File: config.mk
export PLATFORM = sky130hd
export DESIGN_NAME = rdk_div_step
export DESIGN_NICKNAME = d
export VERILOG_FILES = /design/src/hdl/rdk_pkg.sv /design/src/hdl/rdk_div_step.sv
export SDC_FILE = /design/constraint.sdc
export NUM_CORES = 2
export LEC_CHECK = 0
export ABC_AREA = 1
export BUFFER_PORTS_ARGS = -buffer_cell sky130_fd_sc_hd__buf_2
export CAP_MARGIN = 0
export CORE_AREA = 10 10 562 564
export DETAILED_ROUTE_END_ITERATION = 8
export DIE_AREA = 0 0 572 574
export HOLD_SLACK_MARGIN = 0.03
export PLACE_DENSITY = 0.44
export SETUP_SLACK_MARGIN = 0.2
export SYNTH_ARGS = -nofsm -noshare
export SYNTH_HDL_FRONTEND = slang
export SYNTH_SLANG_ARGS = --single-unit
File: constraint.sdc
create_clock -name clk -period 57.1 [get_ports clk]
set_clock_uncertainty 0.2 [all_clocks]
set_input_delay 8.565 -clock clk [delete_from_list [all_inputs] [get_ports clk]]
set_output_delay 8.565 -clock clk [all_outputs]
set_load 0.03 [all_outputs]
File: src/hdl/rdk_pkg.sv
// Shared constants, control struct and output saturation for the
// reassignment derivative kernel. No dependencies.
`timescale 1ns / 1ps
`default_nettype none
package rdk_pkg;
	localparam int OUT_W = 32;
	localparam int QBITS = 32;
	localparam int EPS_W = 48;
	localparam int LANES = 6;
	localparam int SUM_W = 66;

	// lane order of the three complex quotients
	localparam int LN_DH_RE  = 0;
	localparam int LN_DH_IM  = 1;
	localparam int LN_TH_RE  = 2;
	localparam int LN_TH_IM  = 3;
	localparam int LN_TDH_RE = 4;
	localparam int LN_TDH_IM = 5;

	typedef struct packed {
		logic vld;
		logic sup;
	} ctl_t;

	function automatic logic signed [OUT_W-1:0] sat_out(input logic signed [SUM_W-1:0] v);
		logic fits;
		fits = (v[SUM_W-1:OUT_W-1] == '0) || (v[SUM_W-1:OUT_W-1] == '1);
		if (fits) begin
			return v[OUT_W-1:0];
		end else if (v[SUM_W-1]) begin
			return {1'b1, {(OUT_W-1){1'b0}}};
		end else begin
			return {1'b0, {(OUT_W-1){1'b1}}};
		end
	endfunction
endpackage
`default_nettype wire

File: src/hdl/rdk_div_step.sv
// One restoring division step (quotient bit BIT) for all six lanes,
// one register stage. Uses rdk_pkg.
`timescale 1ns / 1ps
`default_nettype none
module rdk_div_step import rdk_pkg::*; #(
	parameter int W   = 24,
	parameter int BIT = 0
) (
	input  wire logic                    clk,
	input  wire logic                    arst_n,
	input  wire ctl_t                    ctl_i,
	output logic                         rdy_o,
	input  wire logic                    rdy_i,
	input  wire logic [2*W-1:0]          n_i,
	input  wire logic [2*W+QBITS-1:0]    rem_i [LANES],
	input  wire logic [QBITS-1:0]        q_i [LANES],
	input  wire logic                    neg_i [LANES],
	input  wire logic                    ovf_i [LANES],
	output ctl_t                         ctl_o,
	output logic [2*W-1:0]               n_o,
	output logic [2*W+QBITS-1:0]         rem_o [LANES],
	output logic [QBITS-1:0]             q_o [LANES],
	output logic                         neg_o [LANES],
	output logic                         ovf_o [LANES]
);
	localparam int RW = 2 * W + QBITS;

	ctl_t             ctl_s1;
	logic [2*W-1:0]   n_s1;
	logic [RW-1:0]    rem_s1 [LANES];
	logic [QBITS-1:0] q_s1 [LANES];
	logic             neg_s1 [LANES];
	logic             ovf_s1 [LANES];
	logic [RW-1:0]    dsh;

	assign rdy_o = !ctl_s1.vld || rdy_i;
	assign dsh   = RW'(n_i) << BIT;

	always_ff @(posedge clk or negedge arst_n) begin
		if (!arst_n) begin
			ctl_s1 <= '0;
		end else if (rdy_o) begin
			ctl_s1 <= ctl_i;
		end
	end

	always_ff @(posedge clk) begin
		if (rdy_o && ctl_i.vld) begin
			n_s1 <= n_i;
			for (int l = 0; l < LANES; l++) begin
				neg_s1[l] <= neg_i[l];
				ovf_s1[l] <= ovf_i[l];
				if (rem_i[l] >= dsh) begin
					rem_s1[l] <= rem_i[l] - dsh;
					q_s1[l]   <= q_i[l] | (QBITS'(1) << BIT);
				end else begin
					rem_s1[l] <= rem_i[l];
					q_s1[l]   <= q_i[l];
				end
			end
		end
	end

	assign ctl_o = ctl_s1;
	assign n_o   = n_s1;
	assign rem_o = rem_s1;
	assign q_o   = q_s1;
	assign neg_o = neg_s1;
	assign ovf_o = ovf_s1;
endmodule
`default_nettype wire

-- Yosys cells after proc, flatten, opt, wreduce, memory -nomap -nowiden
Cells that the tools add are included.
- $add $sub $neg: 6
- $lt $le $gt $ge: 6
- mux-type cells: 6
- reductions and logical operators: 3
- operators by type and width (operator ; count):
    $ge 80x48->1 ; 6
    $mux 80 ; 6
    $sub 80x48->80 ; 6
    $logic_and 1x1->1 ; 1
    $logic_not 1->1 ; 1
    $logic_or 1x1->1 ; 1
- flip-flop bits (word level): 734
- input port bits: 737
- output and inout port bits: 735
- logic and storage cells: 54

-- Logic depth before layout (Yosys ltp)
- depth in word-level cells: 3
- gate-level depth with buffers: 19
- gate-level depth less buffers: 18

-- Worst setup path after synthesis
No wires, ideal clock.
- path type: input to register
- start: input rdy_i
- end: register n_s1[0] (netlist: n_o[0]) (enable)
- setup time: 1.858 ns
- arrival: 39.088 ns
- required time: 55.042 ns
- path slack: 15.954 ns
- stages: 2
- path buffers: 0
- cell sequence: nor2_1 -> nor2_1
- word-level cells in the longest chain between the ends: 2
- ends and longest elaborated chain (element ; RTL line ; source):
    from (decl) ; rdk_div_step.sv:13 ; input wire logic rdy_i,
    $logic_or 1x1->1 ; rdk_div_step.sv:36 ; assign rdy_o = !ctl_s1.vld || rdy_i;
    $logic_and 1x1->1 ; rdk_div_step.sv:48 ; if (rdy_o && ctl_i.vld) begin
    to (signal assigned) ; rdk_div_step.sv:49 ; n_s1 <= n_i;
    to (decl) ; rdk_div_step.sv:29 ; logic [2*W-1:0] n_s1;
Every way passes these cells.
A chain may end at the register's enable or synchronous reset.

-- Worst setup path in the final report
- start: input rdy_i
- end: output rdy_o
- word-level cells in the longest chain between the ends: 1
- ends and longest elaborated chain (element ; RTL line ; source):
    $logic_or 1x1->1 ; rdk_div_step.sv:36 ;
    to (decl) ; rdk_div_step.sv:12 ; output logic rdy_o,
Every way passes these cells.

==> results.txt <==
----------------------------------------------------
[Status]
  Outcome ... completed

[Global route]
  Initial antenna violation count ... 135
  Number of global-route vias before repair ... 66201
  Overall overflow remaining after global route ... 0
  Maximum number of pins on one net before global-route repair ... 153
  Wire length of the first global-routing pass ... 549000 µm
  Global-route usage over all layers ... 0.240

[STA]
  Unrepaired setup endpoints after global routing ... false
  Setup-failing EPs final ... 0
  Number of hold violations in the final report ... 0
  Max Freq ... 0.0554 GHz
  Pins Over Slew Limit ... 0
  Final min period ... 18.06 ns
  Fin Hold WS ... 0.311 ns
  Transition time of the tightest slew-check pin ... 1.23 ns
  Slew Limit Headroom ... 0.178
  Setup_tns ... 0 ns
  Final worst path period share ... 0.316

[Setup path]
  R2r worst-path depth ... 8
  Launch instance of the worst register-to-register path ... ctl_o[1]
  Crit path required time ... 48.34 ns
  Highest net fanout along the worst path ... 3
  Launching element of the worst setup path ... rdy_i
  Register-to-register setup slack ... 51.50 ns
  Critical Path Source Type ... input pin
  Critical Path Sink Type ... output pin
  Critical Path AT ... 9.29 ns
  Crit Path Class ... in -> out
  Critical Path Sink ... rdy_o
  Critical register-to-register path endpoint ... rem_o[178]

[Routing]
  DRC marker count from the first detailed-route iteration ... 6611
  DR WL/cell ... 27.2 µm
  Residual antenna-violating net count after detailed routing ... 0
  DRC violation count after routing ... 0
  Count of vias placed by the detailed router ... 69633
  Number of detailed-route iterations in the first pass ... 6
  Routed wire length ... 418000 µm
  Detailed-route vias per instance ... 4.54

[Power]
  Total power consumption of the routed design ... 1.95 mW
  PD cells ... 24.8 mW/mm²
  Peak VDD IR ... 0.0000231 V
  Cell leakage power ... 37.6 nW

[Die]
  Die extent in y ... 574 µm
  Die width ... 572 µm
  Die Outline Area ... 0.328 mm²
  Initial core utilization ... 0.207
  Core ar. ... 0.305 mm²
  Num ports ... 1472
  Std cell rows ... 203

[Synth]
  Mux contribution to synthesized area ... 0
  Ys flop type ... sky130_fd_sc_hd__edfxtp_1
  Biggest area consumer among synthesized cells ... sky130_fd_sc_hd__edfxtp_1
  Top cell type's share of synthesized area ... 0.348
  Synthesized-area fraction occupied by and/or/nand/nor cells ... 0.383
  Main combinational cell family by area after synthesis ... simple AND/OR/NAND/NOR gates
  Avg Synthesized Cell Area ... 6.52 µm²
  Syn_nets ... 10713
  Ys async rst share ... 0.00272
  Number of enable flip-flop cells after synthesis ... 732
  Distinct cells, synth ... 50
  Sequential fraction of the synthesis area ... 0.349
  Post-synthesis instance area ... 0.0632 mm²
  Compound-gate portion of the synthesized area ... 0.0671
  Fraction of synthesized cell area in xor and xnor cells ... 0.0290
  Count of synthesis-stage warnings from yosys ... 0
  Adder-cell share of the synthesized area ... 0.0589
  Cell count after synthesis ... 9682
  Synthesized flop and latch total ... 734
  Top cells by area in the synthesized netlist ... sky130_fd_sc_hd__edfxtp_1, sky130_fd_sc_hd__nand2_1, sky130_fd_sc_hd__inv_1, sky130_fd_sc_hd__nor2_1, sky130_fd_sc_hd__ha_1

[Placement]
  Routability-driven placement congestion ratio ... 1.00
  Total cell area at the placement stage ... 0.0751 mm²
  Buffers on Ports ... 1471
  DP Wirelength ... 356000 µm

[Final layout]
  Share of layout cells above drive strength 1 ... 0.178
  Final instance area ... 0.0784 mm²
  Final Net Count ... 12239
  Layout Area Growth over Synthesis ... 24.2%

[Hold path]
  Type of the tightest min-delay check ... reg -> reg

[Clock network]
  Clock Latency Late Sink ... 0.86 ns
  Number of clock sinks seen by CTS ... 734
  H-tree lvl count ... 3
  Largest buffer count on any clock path ... 4
  TritonCTS clock tree ... built
  CTS root buf ... sky130_fd_sc_hd__clkbuf_16
  Post-CTS setup repair buffer count ... 0
  Clock-pin slew on the worst setup and hold paths ... 0.06 ns
  Quantity of hold-fixing buffers added after cts ... 0
  Number of cells upsized or downsized after cts ... 0
  Number of buffers created by CTS ... 96

[Flow run]
  Number of max-capacitance violations reported ... 0

----------------------------------------------------
==> worst max-delay path, stage by stage <==
cell	delay, ns
sky130_fd_sc_hd__buf_2	0.13
sky130_fd_sc_hd__nor2_1	0.28
sky130_fd_sc_hd__inv_1	0.12
sky130_fd_sc_hd__buf_2	0.20
==> cell families (layout without fill, tap and decap cells) <==
group                    after synthesis  count (layout)
adder cells (fa/ha/maj)              294             294
flip-flops                           734             734
AND/OR/NAND/NOR                     5965            5965
AO/OA/AOI/OAI                        690             690
XOR/XNOR                             209             209
buffers and inverters               1790            3389
other                                  0              55
==> synth_stat cells (all sizes together) (17+ instances only) <==
library cell,n
a21oi,345
and2,28
buf,72
edfxtp,732
ha,288
inv,1710
nand2,3942
nand3,387
nand3b,75
nand4,168
nor2,1250
nor3,94
o21ai,323
o21bai,17
xnor2,181
xor2,28
==> routing by layer <==
layer / track usage / share of wire / vias to the layer above
li1: - / - / 33311
met3: 0.0523 / 0.079 / 585
met1: 0.291 / 0.40 / 32670
met2: 0.401 / 0.46 / 3003
met5: 0 / 0.0011 / -
met4: 0.114 / 0.056 / 64
==> how the worst min path moves through the flow <==
stage,from,to,slack [ns],depth (start not counted)
floorplan,ctl_o[0],ctl_o[0],0.46,2
global placement,ctl_o[0],ctl_o[0],0.32,2
detailed placement,ctl_o[0],ctl_o[0],0.30,2
CTS,ctl_o[0],ctl_o[0],0.31,2
global route,ctl_o[0],ctl_o[0],0.34,2
finish,ctl_o[0],ctl_o[0],0.31,2
==> registers in the layout, summed over array words and instances, names as in the netlist <==
register,count
rem_o,480
neg_o,6
ctl_o,2
q_o,192
ovf_o,6
n_o,48
==> stage by stage <==
stage          std cells  utilization  setup slack [ns]
3_5_place_dp       15107        0.247             39.03
5_1_grt            15297        0.257             38.96
2_1_floorplan       9682            -             15.95
3_3_place_gp       15107        0.247             38.98
6_report           15333        0.258             39.04
4_1_cts            15278        0.257             39.03
==> layout by cell type (no fill, tap or decap), types with 75 or more instances in the layout <==
cell type                   instances
sky130_fd_sc_hd__nand4_1          163
sky130_fd_sc_hd__nand2_1         3889
sky130_fd_sc_hd__a21oi_2          114
sky130_fd_sc_hd__buf_2           1471
sky130_fd_sc_hd__inv_1           1654
sky130_fd_sc_hd__a21oi_1          231
sky130_fd_sc_hd__o21ai_1           94
sky130_fd_sc_hd__o21ai_2           80
sky130_fd_sc_hd__nand3b_1          75
sky130_fd_sc_hd__edfxtp_1         732
sky130_fd_sc_hd__ha_1             288
sky130_fd_sc_hd__xnor2_1          181
sky130_fd_sc_hd__o21ai_0          149
sky130_fd_sc_hd__nand3_1          380
sky130_fd_sc_hd__clkbuf_16         96
sky130_fd_sc_hd__nor3_1            89
sky130_fd_sc_hd__nor2_1          1211
==> power by group <==
| group | switching (mW) | total (mW) | internal [mW] | leakage [nW] |
|---|---|---|---|---|
| sequential | 0.0161 | 0.668 | 0.652 | 6.97 |
| combinational | 0.480 | 0.643 | 0.162 | 29.1 |
| clock | 0.265 | 0.637 | 0.372 | 1.53 |
| total | 0.761 | 1.95 | 1.19 | 37.6 |
==> cell type report <==
class / count / area [µm²]
Tap cell: 3997 / 5000
Sequential cell: 734 / 22000
Timing Repair Buffer: 1507 / 7640
Clock inverter: 56 / 706
Fill cell: 35131 / 226000
Antenna cell: 55 / 138
Multi-Input combinational cell: 7158 / 34000
Clock buffer: 115 / 2470
Inverter: 1711 / 6430
Power figures use the tool's default switching activity.
